### config.mk
export PLATFORM = sky130hd
export DESIGN_NAME = hcg_fifo
export DESIGN_NICKNAME = d
export VERILOG_FILES = /design/src/hcg_fifo.sv
export SDC_FILE = /design/constraint.sdc
export NUM_CORES = 1
export LEC_CHECK = 0
export ABC_AREA = 1
export BUFFER_PORTS_ARGS = -buffer_cell sky130_fd_sc_hd__buf_2
export CORE_MARGIN = 4
export CORE_UTILIZATION = 44
export CTS_CLUSTER_SIZE = 8
export DETAILED_ROUTE_END_ITERATION = 10
export GPL_ROUTABILITY_DRIVEN = 0
export PLACE_DENSITY = 0.8
export SLEW_MARGIN = 20
export SYNTH_ARGS = -nofsm -noshare
export SYNTH_HDL_FRONTEND = slang
export SYNTH_SLANG_ARGS = --single-unit
### constraint.sdc
create_clock -name clk -period 1.9 [get_ports clk]
set_input_delay 0.38 -clock clk [delete_from_list [all_inputs] [get_ports clk]]
set_output_delay 0.38 -clock clk [all_outputs]
set_load 0.005 [all_outputs]
### src/hcg_fifo.sv
module hcg_fifo #(
	parameter int WIDTH = 14
) (
	input  logic             clk,
	input  logic             arst_n,
	input  logic             push,
	input  logic [WIDTH-1:0] din,
	output logic             full,
	input  logic             pop,
	output logic             nonempty,
	output logic [WIDTH-1:0] dout
);

	logic [WIDTH-1:0] mem_q [2];
	logic             wr_q;
	logic             rd_q;
	logic [1:0]       cnt_q;

	assign full     = cnt_q == 2'd2;
	assign nonempty = cnt_q != 2'd0;
	assign dout     = mem_q[rd_q];

	always_ff @(posedge clk) begin
		if (push) begin
			mem_q[wr_q] <= din;
		end
	end

	always_ff @(posedge clk or negedge arst_n) begin
		if (!arst_n) begin
			wr_q  <= 1'b0;
			rd_q  <= 1'b0;
			cnt_q <= 2'd0;
		end else begin
			if (push) begin
				wr_q <= ~wr_q;
			end
			if (pop) begin
				rd_q <= ~rd_q;
			end
			if (push && !pop) begin
				cnt_q <= cnt_q + 2'd1;
			end else if (pop && !push) begin
				cnt_q <= cnt_q - 2'd1;
			end
		end
	end

endmodule

### Word level (Yosys, flattened, before mapping)

Memories as Yosys holds them, arrays and structs flattened.
Cells that the tools add are included.
Widths: inputs -> output; s select.

* input bits: 18
* output and inout port bits: 16
* register bits: 4
* memories kept: 1
* logic and storage cells: 19
* memory bits (writable): 28

* multiplexer cells: 4
* reduce and logical (&&, ||, !) cells: 6
* bitwise operators: 2
* add/sub/neg operators: 2
* equality and inequality tests: 1

Memories
* mem_q: words 2, bits a word 14, read ports 1, clocked after memory_dff 0, write ports 1, line 14 `logic [WIDTH-1:0] mem_q [2];`

Operator list (count)
* $mux 2: 2
* $reduce_bool 2->1: 2
* $add 2x1->2 const B: 1
* $eq 2x2->1 const B: 1
* $logic_and 1x1->1: 2
* $logic_not 1->1: 2
* $mux 1: 2
* $not 1->1: 2
* $sub 2x1->2 const B: 1

### Logic depth before layout (Yosys ltp)

Gate-level depths: netlist (run 1).

* depth in word-level cells: 4
* depth in mapped cells: 7
* mapped depth without buffers: 7

### Worst setup path after synthesis (run 1)

No wires, ideal clock.

* path kind: register -> register
* start point: reg wr_q
* end point: mem mem_q[0][0] (enable)
* arrival time: 1.021 ns
* stages on the path, launching flop included: 2
* clock period less this slack: 1.406 ns
* path buffers: 0
* setup slack: 0.494 ns
* setup time: 0.384 ns
* data required time: 1.516 ns
* cell sequence: dfrtp_1 > nor2_1

RTL lines
* from (decl): line 15 `logic wr_q;`
* from (signal assigned): line 36 `wr_q <= ~wr_q;`
* to (decl): line 14

No word-level cell before the write port.

### Worst setup path after layout (run 1)

* start point: reg rd_q
* end point: out dout[8]

* word-level cells in the longest chain between the ends: 1

Ends and longest elaborated chain
* from (decl): line 16 `logic rd_q;`
* from (signal assigned): line 39 `rd_q <= ~rd_q;`
* $mem_v2 2x14
* to (decl): line 11 `output logic [WIDTH-1:0] dout`

Every way passes these cells.

==> out/results.txt, run 1 <==
Ys Warns: 0
Clock sink count: 32
Synth area leaders: edfxtp_1 (66%), mux2_4 (11%), dfrtp_1 (7.9%), mux2_2 (4.4%), inv_1 (2.1%)
Post-synth cell types: 14
# diodes: 0
Synthesis-to-layout area growth: 20.4%
Post-CTS Setup Bufs: 0
Avg Inst Size Synth: 18.4 um2
Worst Path Required: 1520 ps
Fmax: 0.562 GHz
Syn_nets: 88
CTS tree: done
Area of the core: 0.00276 mm2
Share of synthesized registers carrying an async set or reset: 12.5%
First-iteration detailed-routing DRC count: 7
Commonest cells post-synth: edfxtp_1 (28), mux2_4 (9), inv_1 (7)
Std cell rows: 19
Clock-pin slew of the registers on the worst-case setup and hold paths: 90 ps
All-Layer GR Usage: 12.1%
Routed len/inst: 14.8 um
Largest net degree at the start of global routing: 15
Crit Path Max Fanout: 11
Status: completed
Share of layout cells above drive strength 1: 50.9%
Setup Viol. Count Final: 0
GRT overflow: 0
CP startpoint kind: flip-flop
Power per Cell Area: 1320 mW/mm2
Final net count: 131
CP endpoint kind: primary output
Worst Tran Pin Value: 195 ps
Top cell type's share of synthesized area: 66.2%
Die W: 61.7 um
Num CTS Buffers: 5
Starting Density: 46.1%
Clock Path Buffers: 2
Number of remaining DRC errors: 0
Syn Std Cell Area: 0.00127 mm2
CTS H-tree lvls: 2
Dpl cells: 135
Die Area: 0.00381 mm2
Count of boundary I/O pins: 34
Max IR drop VDD: 0.870 mV
Mapped Cells: 69
Post-DP HPWL: 1560 um
DR vias: 687
Post-synth EDFFs: 28
Final WL: 2120 um
WS Path Type: flip-flop to primary output
Fin Setup TNS: 0 ps
Post-synthesis register bit count: 32
Final Max Tran Viols: 0
Crit path DAT: 1400 ps
Port Buffers: 33
Count leader, synth: edfxtp_1
Hold WC Path Type: input pin to flip-flop
Height of the chip: 61.7 um
Final critical-path share of the clock period: 93.6%
Final Critical Period: 1780 ps
PostCTS Resize Cnt: 0
Maxcap violations: 0
Relative slew slack: 87.0%
CTS Root Cell: clkbuf_4
Seq/Total Area, Yosys: 74.1%
Post-synth top area cell: edfxtp_1
Post-Route Skew: 5.77 ps
Worst skew pair latency: 310 ps
Vias in the first global route: 681
Pleak: 0.664 nW
Post-cts hold buffer count: 1
Most used DFF post-synth: edfxtp_1
Hold Fails Final Rpt: 0
Non-filler instance count after layout: 143
First drt pass iteration count: 4
Antenna violations before repair: 0
Final ANT Viol Nets: 0
First-pass GRT wire length: 3090 um
Via-per-instance ratio: 4.80
RSZ-0062 raised after global routing: no
-- flip-flops by register name, indices dropped and copies added, names as in the netlist --
register,cells
mem_q,28
cnt_q,2
rd_q,1
wr_q,1
-- through the flow --
step	total power [W]	hold WS (ps)	worst slack (ps)	cell area, um2	util, %
after global routing	0.00215	229	65.8	1530	55.4
after global placement	0.00167	187	511	1470	53.4
after CTS	0.00205	232	90.7	1530	55.4
after detailed placement	0.00171	198	461	1470	53.4
final	0.00201	249	122	1530	55.4
after floorplan	0.00149	84.4	494	1270	-
-- report_power, final --
group	switching [W]	internal, W
sequential	0.0000598	0.000944
clock	0.000202	0.000136
combinational	0.000302	0.000372
total	0.000563	0.00145
-- logic make-up (layout without fill, tap and decap cells) --
kind of cell             count (synthesis)  count (layout)  synth area share, %
flip-flops                              32              32                 74.1
buffers and inverters                    9              52                 4.53
XOR/XNOR                                 3               3                 2.07
multiplexers                            14              14                 15.1
AND/OR/NAND/NOR                         10              10                 3.25
adder cells (fa/ha/maj)                  1               1                0.985
-- cell type report --
| type | count | area (um2) |
|---|---|---|
| Inverter | 7 | 26.3 |
| Timing Repair Buffer | 38 | 205 |
| Multi-Input combinational cell | 28 | 272 |
| Fill cell | 236 | 1230 |
| Clock inverter | 1 | 5.00 |
| Sequential cell | 32 | 941 |
| Tap cell | 31 | 38.8 |
| Clock buffer | 6 | 41.3 |
-- metal layers --
| layer | GRT usage, % | routed length, um | part of all wire (%) |
|---|---|---|---|
| met2 | 20.9 | 1100 | 52 |
| met1 | 12.2 | 795 | 38 |
| met4 | 4.55 | 10 | 0.47 |
| met3 | 6.61 | 211 | 10 |
| met5 | 0 | 0 | 0 |
-- placed cells by master, fill, tap and decap left out, drive strengths merged --
cell         count
ha               1
inv              7
nor2             2
clkinv           1
dfrtp            4
xor2             2
nand2            6
nand4            1
buf             37
dlygate4sd3      1
clkbuf           6
mux2            14
xnor2            1
edfxtp          28
nand3            1
-- worst max-delay path, stage by stage (launching register included) --
cell and delay (ps):
dfrtp_1 360, buf_4 230, mux2_2 360, buf_2 130
-- final timing paths --
kind,depth (start not counted),endpoint,startpoint,slack (ps)
max,3,dout[8],rd_q$_DFFE_PN0P_,120
min,1,mem_q[1][0]$_DFFE_PP_,din[0],250
max reg2reg,3,mem_q[1][11]$_DFFE_PP_,wr_q$_DFFE_PN0P_,800
min reg2reg,1,wr_q$_DFFE_PN0P_,wr_q$_DFFE_PN0P_,500
max in group asynchronous,2,wr_q$_DFFE_PN0P_,arst_n,1370
min in group asynchronous,2,cnt_q[1]$_DFFE_PN0P_,arst_n,400
(Power assumes the default switching activity.)
==> run 2: changes to the inputs <==
SETUP_SLACK_MARGIN = 0.5   (was default)
==> out/results.txt, run 2 (same netlist as run 1, synthesis figures left out) <==
Status: completed (unchanged)
CP max stage delay: 440 ps (was 360 ps)
GRT overflow: 0 (unchanged)
Num CTS Buffers: 5 (unchanged)
Relative slew slack: 64.1% (was 87.0%)
Hold Fails Final Rpt: 0 (unchanged)
Clock share of power: 21.9% (was 16.8%)
CTS H-tree lvls: 2 (unchanged)
Routed len/inst: 14.0 um (was 14.8 um)
Number of remaining DRC errors: 0 (unchanged)
WS Path Type: flip-flop to primary output (unchanged)
Clock sink count: 32 (unchanged)
Crit Path Max Fanout: 12 (was 11)
Worst setup margin: 171 ps (was 122 ps)
Worst Path Required: 1520 ps (about the same)
Worst-path cell chain: buf_12 -> mux2_4 -> buf_2 (was buf_4 -> mux2_2 -> buf_2)
Worst Setup EP: dout[3] (was dout[8])
Final Max Tran Viols: 0 (unchanged)
Critical path origin: rd_q$_DFFE_PN0P_ (unchanged)
Hold WC Path Type: input pin to flip-flop (unchanged)
Via-per-instance ratio: 4.76 (was 4.80)
CP endpoint kind: primary output (unchanged)
# diodes: 0 (unchanged)
Reg with most FFs: mem_q (unchanged)
Share of layout cells above drive strength 1: 54.9% (was 50.9%)
Clock-pin slew of the registers on the worst-case setup and hold paths: 110 ps (was 90 ps)
Filler Cells Inserted: 225 (was 236)
Reg-to-Reg End: mem_q[1][7]$_DFFE_PP_ (was mem_q[1][11]$_DFFE_PP_)
Power per Cell Area: 1410 mW/mm2 (was 1320 mW/mm2)
First-pass GRT wire length: 3000 um (was 3090 um)
Worst Tran Pin Value: 539 ps (was 195 ps)
Std cell rows: 19 (unchanged)
Comb pwr share: 31.9% (was 33.4%)
Height of the chip: 61.7 um (unchanged)
Die W: 61.7 um (unchanged)
Die Area: 0.00381 mm2 (unchanged)
Net Sw Power: 0.000592 W (was 0.000563 W)
DR vias: 685 (was 687)
DP Worst Slack: 425 ps (was 461 ps)
Post-Route Skew: 17.9 ps (was 5.77 ps)
Maxcap violations: 0 (unchanged)
Final ANT Viol Nets: 0 (unchanged)
Pleak: 0.677 nW (was 0.664 nW)
R2r worst-path depth: 2 (was 3)
CTS Root Cell: clkbuf_4 (unchanged)
Util after Layout: 57.2% (was 55.4%)
Clock Path Buffers: 2 (unchanged)
RSZ-0062 raised after global routing: yes (was no)
Sw Share: 26.7% (was 28.0%)
Worst R2R Start: wr_q$_DFFE_PN0P_ (unchanged)
First drt pass iteration count: 4 (unchanged)
Count of boundary I/O pins: 34 (unchanged)
Final net count: 131 (unchanged)
Area of the core: 0.00276 mm2 (unchanged)
Setup Viol. Count Final: 0 (unchanged)
Largest net degree at the start of global routing: 15 (unchanged)
Final Critical Period: 1730 ps (was 1780 ps)
Crit path DAT: 1350 ps (was 1400 ps)
Post-DP HPWL: 1490 um (was 1560 um)
Port Buffers: 33 (unchanged)
Highest-count cells in the layout ignoring fill and taps: buf_2 (33), edfxtp_1 (28), mux2_4 (9), nand2_1 (6) (was buf_2 (33), edfxtp_1 (28), mux2_4 (9), inv_1 (7), nand2_1 (6))
CTS tree: done (unchanged)
First-iteration detailed-routing DRC count: 18 (was 7)
Synthesis-to-layout area growth: 24.1% (was 20.4%)
Final critical-path share of the clock period: 91.0% (was 93.6%)
Crit path max-delay cell type: dfrtp_2 (was dfrtp_1)
Reg-to-reg slack, setup: 670 ps (was 800 ps)
Final WL: 2020 um (was 2120 um)
All-Layer GR Usage: 12.0% (was 12.1%)
Starting Density: 46.1% (unchanged)
Largest regs: mem_q: 28 flops, cnt_q: 2 flops (unchanged)
CP startpoint kind: flip-flop (unchanged)
Internal power: 0.00162 W (was 0.00145 W)
Max IR drop VDD: 0.959 mV (was 0.870 mV)
Vias in the first global route: 668 (was 681)
Fin Setup TNS: 0 ps (unchanged)
Antenna violations before repair: 0 (unchanged)
Fmax: 0.579 GHz (was 0.562 GHz)
Worst skew pair latency: 330 ps (was 310 ps)
Power share of the sequential group: 46.2% (was 49.8%)
Max reg flops: 28 (unchanged)
Most common cell after layout, fill and taps aside: buf_2 (unchanged)
## run 2: changes by cell type in the layout (fill, tap and decap cells not counted), moves of 2 or more
| cell | change |
|---|---|
| clkinv_1 | +2 |
| nor2_1 | -2 |
| inv_1 | -2 |
| inv_2 | +2 |
| nor2_2 | +2 |
## run 2: final cells by class
type                            count  area (um2)  share of cell area [%]
Clock buffer                        5        37.5                    2.38
Timing Repair Buffer               38         218                    13.8
Multi-Input combinational cell     28         277                    17.5
Inverter                            7        26.3                    1.67
Clock inverter                      3        37.5                    2.38
Sequential cell                    32         942                    59.8
Tap cell                           31        38.8                    2.46
## run 2: worst min-delay path by stage
| stage | slack, ps | cells past startpoint | from | end |
|---|---|---|---|---|
| 6_report | 230 | 1 | din[2] | mem_q[0][2]$_DFFE_PP_ |
| 5_1_grt | 210 | 1 | din[2] | mem_q[1][2]$_DFFE_PP_ |
| 4_1_cts | 230 | 1 | din[2] | mem_q[0][2]$_DFFE_PP_ |
| 3_5_place_dp | 190 | 1 | arst_n | wr_q$_DFFE_PN0P_ |
| 3_3_place_gp | 190 | 1 | arst_n | cnt_q[0]$_DFFE_PN0P_ |
| 2_1_floorplan | 80 | 0 | arst_n | cnt_q[0]$_DFFE_PN0P_ |
## run 2: timing repair
action,4_1_cts,5_1_grt
endpoints found under the hold margin,4,0
buffers inserted,2,0
pin swaps,0,2
resized for setup,1,3
hold buffers,1,0
endpoints found under the setup margin,14,16
## run 2: critical path: cells and delay by family, from the launching register on
kind,cells,cell delay [ps]
buffers and inverters,2,290
muxes,1,300
DFF,1,440
## run 2: metrics by stage
step	total power [W]	hold slack, ps	std cells	cell area [um2]
floorplan	0.00149	84.4	69	1270
global placement	0.00168	190	133	1470
detailed placement	0.00172	194	133	1470
CTS	0.00223	226	144	1570
global route	0.00235	206	144	1580
finish	0.00222	231	144	1580
## run 2: power by group through the flow
| stage | logic [W] | clock network (W) | registers (W) |
|---|---|---|---|
| after global placement | 0.000657 | 0 | 0.00103 |
| after detailed placement | 0.000679 | 0 | 0.00104 |
| after floorplan | 0.000487 | 0 | 0.00100 |
| after CTS | 0.000723 | 0.000493 | 0.00102 |
| final | 0.000707 | 0.000486 | 0.00102 |
| after global routing | 0.000781 | 0.000532 | 0.00104 |
## run 2: routing by layer
metal  wire [um]  global-route usage [%]  share of wire (%)
met5           0                       0                  0
met4          26                    4.55                1.3
met3         180                    7.02                8.9
met2        1020                    18.8                 50
met1         791                    13.5                 39
