### src/hcg_pkg.sv
package hcg_pkg;

	// fixed field widths
	localparam int DUR_BITS       = 18;
	localparam int MV_BITS        = 3;
	localparam int FS_BITS        = 12;
	localparam int VOLT_BITS      = 16;
	localparam int PPM_BITS       = 16;
	localparam int CFG_DATA_BITS  = 18;
	localparam int CFG_INDEX_BITS = 2;

	// register indexes
	typedef enum logic [CFG_INDEX_BITS-1:0] {
		REG_DRIVE_ON   = 2'd0,
		REG_DRIVE_OFF  = 2'd1,
		REG_MAX_VOLT   = 2'd2,
		REG_FULL_SCALE = 2'd3
	} cfg_reg_t;

	// register reset values
	localparam logic [DUR_BITS-1:0] DRIVE_ON_RST  = 18'd90000;
	localparam logic [DUR_BITS-1:0] DRIVE_OFF_RST = 18'd60000;
	localparam logic [MV_BITS-1:0]  MAX_VOLT_RST  = 3'd5;
	localparam logic [FS_BITS-1:0]  FULL_SCALE_RST = 12'd1023;

	// fixed point constants
	localparam logic [63:0] Q30_ONE = 64'd1073741824;
	localparam logic [29:0] LN2_Q30 = 30'd744261118;
	localparam logic [28:0] K_Q28   = 29'd414301982;  // 1.0698/ln2 in q.28
	localparam logic [28:0] C_Q28   = 29'd428929975;  // log2(3.027) in q.28
	localparam logic [30:0] RCP6    = 31'd1431655765; // floor(2^33/6)
	localparam logic [30:0] SIX     = 31'd6;
	localparam logic [VOLT_BITS-1:0] VOLT_MAX = 16'hFFFF;
	localparam logic [PPM_BITS-1:0]  PPM_MAX  = 16'hFFFF;

	// what the front tells the back about one tick
	typedef struct packed {
		logic heater_on;
		logic reading;
	} tick_flags_t;

endpackage

### src/hcg_front.sv
module hcg_front #(
	parameter int ELAPSED_BITS = 18
) (
	input  logic                          clk,
	input  logic                          arst_n,
	input  logic                          accept,
	input  logic [hcg_pkg::DUR_BITS-1:0]  drive_on_ms,
	input  logic [hcg_pkg::DUR_BITS-1:0]  drive_off_ms,
	output hcg_pkg::tick_flags_t          flags
);
	import hcg_pkg::*;

	localparam int CMP_W = (ELAPSED_BITS > DUR_BITS) ? ELAPSED_BITS : DUR_BITS;

	logic                    phase_on_q;
	logic [ELAPSED_BITS-1:0] elapsed_q;
	logic [ELAPSED_BITS-1:0] elapsed_inc;
	logic [CMP_W-1:0]        limit;
	logic [CMP_W-1:0]        count_ext;
	logic                    expire;

	// saturating tick count, then compare against the current phase length
	assign elapsed_inc = (&elapsed_q) ? elapsed_q : elapsed_q + 1'b1;
	assign limit       = CMP_W'(phase_on_q ? drive_on_ms : drive_off_ms);
	assign count_ext   = CMP_W'(elapsed_inc);
	assign expire      = count_ext >= limit;

	assign flags.heater_on = phase_on_q ^ expire;
	assign flags.reading   = expire & ~phase_on_q;

	always_ff @(posedge clk or negedge arst_n) begin
		if (!arst_n) begin
			phase_on_q <= 1'b1;
			elapsed_q  <= '0;
		end else if (accept) begin
			phase_on_q <= flags.heater_on;
			elapsed_q  <= expire ? '0 : elapsed_inc;
		end
	end

endmodule

### config.mk
export PLATFORM = sky130hd
export DESIGN_NAME = hcg_front
export DESIGN_NICKNAME = d
export VERILOG_FILES = /design/src/hcg_pkg.sv /design/src/hcg_front.sv
export SDC_FILE = /design/constraint.sdc
export NUM_CORES = 1
export LEC_CHECK = 0
export BUFFER_PORTS_ARGS = -buffer_cell sky130_fd_sc_hd__buf_2
export CORE_MARGIN = 10
export CORE_UTILIZATION = 35
export DETAILED_ROUTE_END_ITERATION = 8
export GPL_TIMING_DRIVEN = 0
export PLACE_DENSITY_LB_ADDON = 0.08
export SLEW_MARGIN = 30
export SYNTH_ARGS = -nofsm -noshare
export SYNTH_HDL_FRONTEND = slang
export SYNTH_SLANG_ARGS = --single-unit
### constraint.sdc
create_clock -name clk -period 5.9 [get_ports clk]
set_input_delay 1.475 -clock clk [delete_from_list [all_inputs] [get_ports clk]]
set_output_delay 1.475 -clock clk [all_outputs]
set_load 0.005 [all_outputs]
# == Yosys cells after proc, flatten, opt, wreduce, memory -nomap -nowiden ==
# Cells that the tools add are included.
# classes
reduce_logical,1
muxes,3
shift,0
n_bitwise,3
n_eq_ne,0
n_div,0
magnitude_cmp,1
multipliers,0
n_addsub,1
# op_table
op,n
$mux W18,3
$add A18 B1 Y18 const B,1
$ge A18 B18 Y1,1
$reduce_and A18 Y1,1
$and A1 B1 Y1,1
$not A1 Y1,1
$xor A1 B1 Y1,1
# word_totals
mem_bits_rw,0
wordCells,11
in_bits,39
latch_bits,0
out_inout_bits,2
romBits,0
memories,0
register_bits,19

# == Longest topological paths before layout ==
# Gate-level depths: netlist of run 1.
# depth
ltp_word,4
ltp_mapped,16
ltp_nobuf,14

# == Worst setup path after synthesis of run 1 ==
# OpenSTA, ideal clock, no wires.
# synth_timing
path_kind,flip-flop to output port
from,register elapsed_q[3]
to,output port flags[1] (netlist name)
required_ns,4.425
t_arrival_ns,3.482
n_path_buf,3
stages_incl_launch_ff,16
path_slack_ns,0.943
cell_sequence,dfrtp_1 -> buf_4 -> nand4_1 -> or4_4 -> or2_4 -> buf_6 -> nand2_1 -> xnor2_1 -> ha_1 -> a211oi_1 -> nor2_1 -> o41ai_1 -> buf_2 -> nand2_1 -> ha_1 -> inv_1
# synth_lines
element,line,source
from (decl),hcg_front.sv:16,logic [ELAPSED_BITS-1:0] elapsed_q;
from (signal assigned),hcg_front.sv:37,elapsed_q <= expire ? '0 : elapsed_inc;
to (decl),hcg_front.sv:9,output hcg_pkg::tick_flags_t flags

==> results of run 1 <==
synth_stat cells, types with 3 or more instances:
cell	count
nand2b_1	4
inv_1	9
ha_1	20
o2bb2ai_1	8
mux2i_1	18
nand4_1	9
nor3_1	6
a31oi_1	4
nand3_1	11
mux2_2	4
xnor2_1	7
dfrtp_1	18
o31ai_1	5
nand2_1	19
clkbuf_1	3
nor2b_1	4
a21oi_1	12
nor2_1	12
logic make-up after synthesis:
kind of cell    share of synthesized area (%)
simple gates                             20.6
compound gates                           20.0
mux                                      11.9
fa+ha+maj                                13.3
buf+inv                                  4.77
flops                                    25.2
xor+xnor                                 4.18
metal layers:
metal  track usage, %  vias to the layer above  wire (um)  part of all wire [%]
met5                0                        -          0                     0
met4             1.03                        0         19                  0.35
met3             2.96                        4        307                   5.7
met2             21.2                       43       2620                    49
met1             16.1                      819       2430                    45
li1                 -                      901          -                     -
layout make-up:
cell class / instances / area share (%)
multi-input cells: 176 / 59.2
clock buffers: 4 / 2.00
repair buffers: 42 / 9.57
well taps: 70 / 3.89
plain buffers: 9 / 2.45
flip-flops and latches: 19 / 21.2
inverters: 10 / 1.67
sequential cells by signal, indices dropped and copies added, names as in the netlist:
name        flops
phase_on_q      1
elapsed_q      18
critical path, stage by stage, from the launching register on:
cell,delay (ps)
dfrtp_2,410
ha_1,220
nand2_1,140
or4_4,490
or2_4,300
buf_6,150
nand2_1,120
xnor2_1,170
ha_1,280
a211oi_1,210
nor2_1,100
o41ai_2,400
buf_4,220
nand2_2,150
ha_1,360
inv_1,40
buf_2,120
what timing repair did:
action / CTS / global route
setup buffers: 0 / 2
resized for setup: 2 / 2
endpoints found under the setup margin: 2 / 2
worst max path at each step:
stage | startpoint | endpoint | cells past startpoint
6_report | elapsed_q[0] | flags[1] | 16
5_1_grt | elapsed_q[0] | flags[1] | 16
4_1_cts | elapsed_q[0] | flags[1] | 16
3_5_place_dp | elapsed_q[0] | flags[1] | 16
3_3_place_gp | elapsed_q[0] | flags[1] | 16
2_1_floorplan | elapsed_q[3] | flags[1] | 15
through the flow:
stage / hold slack (ps) / util [%] / worst slack, ps / std cells / area [um2]
floorplan: 470 / - / 943 / 214 / 1890
global placement: 502 / 42.1 / 166 / 324 / 2180
detailed placement: 507 / 42.1 / 151 / 324 / 2180
CTS: 524 / 43.1 / 21.8 / 328 / 2230
global route: 567 / 43.5 / 27.5 / 330 / 2250
finish: 529 / 43.5 / 263 / 330 / 2250
power groups by stage:
stage / Clock (mW) / Sequential [mW] / Combinational [mW]
floorplan: 0 / 0.189 / 0.241
global placement: 0 / 0.195 / 0.316
detailed placement: 0 / 0.196 / 0.321
CTS: 0.0989 / 0.193 / 0.324
global route: 0.104 / 0.199 / 0.364
finish: 0.0962 / 0.194 / 0.317
==> reports/metrics.cfg, run 1 <==
[run_status]
status = completed

[logic_synthesis]
syn_inst = 214
synthDominantCellAreaShare_pct = 23.9
synth-edff-count = 0
yosysWarnings = 0
yosysTopAreaCell = dfrtp_1
ys_types = 50
synth_nets = 273
async_flop_share_pct = 100
synth_top_flop_cell = dfrtp_1
ys_ff_latch = 19
synthesis.area_um2 = 1890
syn_avg_cell_area_um2 = 8.82
synth_area_leaders = dfrtp_1, ha_1, mux2i_1
ys_seq_area_share_pct = 25.2

[global_route]
grt_pass1_vias = 1740
grt_pass1_wl_um = 8870
track_usage_pct = 12.4
grt_max_degree = 20
antenna_found_initial = 0
overflow = 0

[sta]
hold_violations = 0
setup-tns-final_ps = 0
rsz0062_at_grt = false
min_period_ps = 5640
drv_slew = 0
finalSetupViolations = 0
slew_headroom_pct = 47.8
max_freq_mhz = 177
fin_crit_sh_pct = 95.5
clock_skew_ps = 1.28
tightest_slew_ps = 776

[critical_path]
end_kind = primary output
crit_type = reg -> out
critPathRequiredTime_ps = 4430
cp_max_fo = 10
r2r_end = phase_on_q
arrival_ps = 4160
reg2reg_slack_ps = 1950
crit_path_start_kind = register
r2r_cells = 15
timing.rr.start = elapsed_q[0]

[floorplan]
io_pins = 41
die_h_um = 93.4
start_util_pct = 36.5
chipWidth_um = 93.4
coreArea_um2 = 5170
rows = 26
die_area_um2 = 8730

[placed_design]
hpwlAfterDp_um = 4270
place_congestion = 0.783
port_buffers = 40

[routing]
wire_per_inst_um = 16.3
dr.pass1.iters = 4
viasPerCell = 5.35
wl_um = 5380
num_vias = 1767
drt_iter0_markers = 55
antenna_left = 0
route.detailed.drc = 0

[power]
powerDensity_nw_per_um2 = 270
leakagePower_nw = 1.07
finalPower_mw = 0.607
p_clk_share_pct = 15.9
switching_power_mw = 0.248
p_seq_share_pct = 31.9
power.share.switching_pct = 40.9
pwr-share-comb_pct = 52.2
ir_drop_mv = 0.127
p_int_mw = 0.358

[layout]
nNetsFinal = 320
layout_commonest_cell = buf_2
diodes = 0
multiInputGateArea_um2 = 1330
final_cell_mix = buf_2, ha_1, mux2i_1, nand2_1, dfrtp_1
fill_cells = 524
area_delta_synth_final_pct = 19.2
drive_gt1_share_pct = 24.6
regArea_um2 = 478

[min_path]
hold_class = reg -> reg
min-delay-start = elapsed_q[15]
hold_end = elapsed_q[15]
hold_depth = 1

[clock_network]
tritoncts = done
clk_pin_slew_ps = 80
cts_sinks = 19
ctsHoldBuffers = 0
cts_buffers = 3
clockRootBuffer = clkbuf_8
clock_path_buffers = 2
insertion_delay_ps = 260
cts_max_level = 1

[flow_run]
drv_cap = 0

Note: power is estimated with default switching activity, not from simulation.
==> inputs of run 2 (changes only) <==
--- a/config.mk
+++ b/config.mk
@@ -8,6 +8,7 @@
 export BUFFER_PORTS_ARGS = -buffer_cell sky130_fd_sc_hd__buf_2
 export CORE_MARGIN = 10
 export CORE_UTILIZATION = 35
+export CTS_BUF_LIST = sky130_fd_sc_hd__clkbuf_8
 export DETAILED_ROUTE_END_ITERATION = 8
 export GPL_TIMING_DRIVEN = 0
 export PLACE_DENSITY_LB_ADDON = 0.08
==> constraint.sdc (replaced) <==
create_clock -name clk -period 6.31 [get_ports clk]
set_input_delay 1.5775 -clock clk [delete_from_list [all_inputs] [get_ports clk]]
set_output_delay 1.5775 -clock clk [all_outputs]
set_load 0.005 [all_outputs]
==> reports/metrics.cfg, run 2 (synthesis results as in run 1) <==
[min_path]
hold_class = reg -> reg
min-delay-start = elapsed_q[15]

[sta]
min_period_ps = 5990
slew_headroom_pct = 48.1
hold_violations = 0
clock_skew_ps = 1.91
max_freq_mhz = 167
rsz0062_at_grt = false
finalSetupViolations = 0
tightest_slew_ps = 772
fin_crit_sh_pct = 94.9
drv_slew = 0
setup-tns-final_ps = 0

[clock_network]
post-cts-setup-buffer-count = 0
cts_max_level = 1
insertion_delay_ps = 260
tritoncts = done
cts_sinks = 19
cts_buffers = 3
clk_pin_slew_ps = 80
ctsHoldBuffers = 0
clockRootBuffer = clkbuf_8
clock_path_buffers = 2

[global_route]
track_usage_pct = 12.4
global_route.usage.met3_pct = 2.96
grt_pass1_vias = 1737
antenna_found_initial = 0
overflow = 0
grt.met2_usage_pct = 21.2
grt_max_degree = 20
busiest_layer = met2
grt_pass1_wl_um = 8850
use_met1_pct = 16.0

[layout]
largest_reg_flops = 18
top_regs = elapsed_q (18), phase_on_q (1)
final_cell_mix = buf_2, ha_1, mux2i_1, nand2_1, dfrtp_1
top_register = elapsed_q
nNetsFinal = 318
area_delta_synth_final_pct = 17.8
diodes = 0
drive_gt1_share_pct = 23.3
layout_commonest_cell = buf_2
fin_util_pct = 43.0

[floorplan]
chipWidth_um = 93.4
rows = 26
io_pins = 41
coreArea_um2 = 5170
die_area_um2 = 8730
die_h_um = 93.4
start_util_pct = 36.5

[placed_design]
hpwlAfterDp_um = 4270
port_buffers = 40
place_congestion = 0.783

[critical_path]
critPathRequiredTime_ps = 4730
crit_path_top_delay_cell = or4_4
cp_common_cell = ha_1
crit_type = reg -> out
timing.rr.start = elapsed_q[0]
end_kind = primary output
crit_path_start_kind = register
cp_cell_sequence = ha_1, nand2_1, or4_4, or2_4, buf_6, nand2_1, xnor2_1, ha_1, a211oi_1, nor2_1, o41ai_1, buf_2, nand2_2, ha_1, inv_1, buf_2
slowest_delay_ps = 490
timing.critical_path.buf_inv = 4
crit_family = simple AND/OR/NAND/NOR gates
crit_start = elapsed_q[0]
cp_max_fo = 10
arrival_ps = 4410

[routing]
wl_um = 5320
viasPerCell = 5.32
dr.pass1.iters = 4
route.detailed.drc = 0
drt_iter0_markers = 47
antenna_left = 0
num_vias = 1744
wire_per_inst_um = 16.2

[power]
p_seq_share_pct = 32.1
p_clk_share_pct = 15.6
power.share.switching_pct = 41.0
ir_drop_mv = 0.119
powerDensity_nw_per_um2 = 253
pwr-share-comb_pct = 52.3
switching_power_mw = 0.231
leakagePower_nw = 1.06
p_int_mw = 0.333

[run_status]
status = completed

[flow_run]
drv_cap = 0

run 2: cell count changes in the layout (fill, tap and decap cells not counted), sizes merged:
| cell | delta |
|---|---|
| buf | -2 |
| clkbuf | -1 |
| inv | +1 |
run 2: layout make-up:
type	count	area, um2
Tap cell	70	87.6
Timing Repair Buffer	40	200
Clock buffer	3	41.3
Buffer	9	52.6
Fill cell	524	2950
Inverter	10	37.5
Sequential cell	19	477
Clock inverter	1	3.75
Multi-Input combinational cell	176	1320
run 2: routing by layer:
metal / vias to the layer above / routed length [um]
met5: - / 0
met4: 0 / 12
met3: 2 / 243
met2: 29 / 2600
met1: 815 / 2460
li1: 898 / -
run 2: worst paths after layout:
kind	slack, ps	cells past startpoint	end
max	320	16	flags[1]
min	530	1	elapsed_q[15]
max reg2reg	2110	15	phase_on_q
min reg2reg	530	1	elapsed_q[15]
max in group asynchronous	4710	1	phase_on_q
min in group asynchronous	1260	1	elapsed_q[12]
run 2: power by group through the flow:
stage	clock network (mW)	registers (mW)	logic (mW)
2_1_floorplan	0	0.176	0.225
3_3_place_gp	0	0.183	0.295
3_5_place_dp	0	0.183	0.300
4_1_cts	0.0910	0.180	0.302
5_1_grt	0.0961	0.186	0.338
6_report	0.0881	0.181	0.295
run 2: per-stage QoR:
step	area, um2	hold WS [ps]	worst slack, ps	instances	total power, mW
finish	2220	527	319	328	0.564
global route	2220	567	43.7	328	0.620
CTS	2220	524	141	328	0.573
detailed placement	2180	507	458	324	0.483
global placement	2180	502	474	324	0.478
floorplan	1890	470	1220	214	0.401
run 2: repair_timing:
| item | CTS | global route |
|---|---|---|
| setup endpoints to repair | 0 | 1 |
| endpoints found under the hold margin | 0 | 0 |
| resized for setup | 0 | 1 |
==> inputs of run 3 (changes only) <==
==> constraint.sdc (replaced) <==
create_clock -name clk -period 5.05 [get_ports clk]
set_input_delay 1.2625 -clock clk [delete_from_list [all_inputs] [get_ports clk]]
set_output_delay 1.2625 -clock clk [all_outputs]
set_load 0.005 [all_outputs]
==> reports/metrics.cfg, run 3 (synthesis results as in run 1) <==
[flow_run]
drv_cap = 0

[layout]
fill_cells = 516
regArea_um2 = 482
top_regs = elapsed_q (18), phase_on_q (1)
top_register = elapsed_q
area_delta_synth_final_pct = 28.4
multiInputGateArea_um2 = 1420
diodes = 0
nNetsFinal = 330
layout_commonest_cell = buf_2
fin_cells = 340
final_area_um2 = 2420
drive_gt1_share_pct = 32.6
largest_reg_flops = 18
final_cell_mix = buf_2, mux2i_1, ha_1, nand2_1

[placed_design]
dp.cells = 324
place_congestion = 0.783
dpl_cell_area_um2 = 2180
hpwlAfterDp_um = 4270
port_buffers = 40

[critical_path]
arrival_ps = 3650
end_kind = primary output
crit_path_start_kind = register
r2r_cells = 12
cp_max_fo = 12
critPathRequiredTime_ps = 3790
timing.rr.start = elapsed_q[7]
crit_type = reg -> out
r2r_end = elapsed_q[1]
reg2reg_slack_ps = 1470

[clock_network]
clk_pin_slew_ps = 80
clockRootBuffer = clkbuf_8
cts_max_level = 1
cts_sinks = 19
insertion_delay_ps = 260
clock_path_buffers = 2
cts_buffers = 3
tritoncts = done

[routing]
route.detailed.drc = 0
num_vias = 1831
dr.pass1.iters = 4
wire_per_inst_um = 16.5
drt_iter0_markers = 89
wl_um = 5620
viasPerCell = 5.39
antenna_left = 0

[global_route]
grt_max_degree = 20
overflow = 0
grt_pass1_wl_um = 9110
antenna_found_initial = 0
track_usage_pct = 12.8
grt_pass1_vias = 1782

[sta]
fin_crit_sh_pct = 97.3
clock_skew_ps = 2.37
hold_violations = 0
min_period_ps = 4920
drv_slew = 0
finalSetupViolations = 0
slew_headroom_pct = 50.5
tightest_slew_ps = 743
fin_hold_ws_ps = 527
max_freq_mhz = 203

[floorplan]
io_pins = 41
die_h_um = 93.4
chipWidth_um = 93.4
die_area_um2 = 8730
start_util_pct = 36.5
rows = 26
coreArea_um2 = 5170

[min_path]
hold_depth = 1
hold_end = elapsed_q[15]
min-delay-start = elapsed_q[15]
hold_class = reg -> reg

[power]
powerDensity_nw_per_um2 = 314
finalPower_mw = 0.762
ir_drop_mv = 0.153
leakagePower_nw = 1.15

[run_status]
status = completed

## run 3: cell types whose count changed in the layout (fill, tap and decap cells not counted), moves of 2 or more
cell     before  now
dfrtp_1      18   14
a21oi_1      12   10
buf_2        42   40
buf_6         1    3
nand2_1      18   16
buf_4         2   14
xnor2_1       7    5
dfrtp_2       0    4
ha_1         20   18
a21oi_2       0    2
xnor2_2       0    2
## run 3: worst max-delay path, cell delays in order, from the launching register on
cell      delay (ps)
dfrtp_1          350
buf_6            130
nand4_1          110
or4_4            560
or2_4            330
nand2_4          110
xnor2_2          120
ha_1             280
a211oi_2         190
nor2_1            90
o41ai_2          390
buf_4            220
nand2_8           80
ha_4             280
inv_1             30
buf_2            110
## run 3: cell type report
cell class	instances	share of cell area [%]
multi-input combinational	176	58.4
inverter	10	1.55
clock inverter	1	0.155
timing repair buffer	53	12.4
clock buffer	3	1.70
tap	70	3.61
buffer	8	2.32
sequential	19	19.9
## run 3: power by group
part	switching, mW	internal [mW]
sequential	0.0352	0.192
combinational	0.220	0.205
clock	0.0562	0.0542
total	0.311	0.451
## run 3: through the flow
stage	worst slack (ps)	setup TNS (ps)	util (%)
global placement	-471	-786	42.1
finish	135	0	46.9
detailed placement	-487	-809	42.1
global route	-14.9	-14.9	46.9
CTS	36.0	0	45.3
floorplan	306	0	-
## run 3: worst max path at each step
stage | start | to | slack, ps | depth (start not counted)
4_1_cts | elapsed_q[3] | flags[1] | 40 | 16
6_report | elapsed_q[7] | flags[1] | 130 | 15
3_3_place_gp | elapsed_q[0] | flags[1] | -470 | 16
3_5_place_dp | elapsed_q[0] | flags[1] | -490 | 16
5_1_grt | elapsed_q[3] | flags[1] | -10 | 16
2_1_floorplan | elapsed_q[3] | flags[1] | 310 | 15
## run 3: layer usage
metal | GRT usage (%) | vias up | wire length [um]
met3 | 2.96 | 4 | 243
met1 | 16.3 | 866 | 2630
met2 | 22.1 | 40 | 2740
met4 | 1.03 | 0 | 15
met5 | 0 | - | 0
li1 | - | 921 | -
## run 3: repair_timing
item	CTS	global route
pin swaps	5	8
resized for setup	13	16
buffers inserted	8	5
hold buffers	0	0
cloned	0	0
setup endpoints to repair	2	2
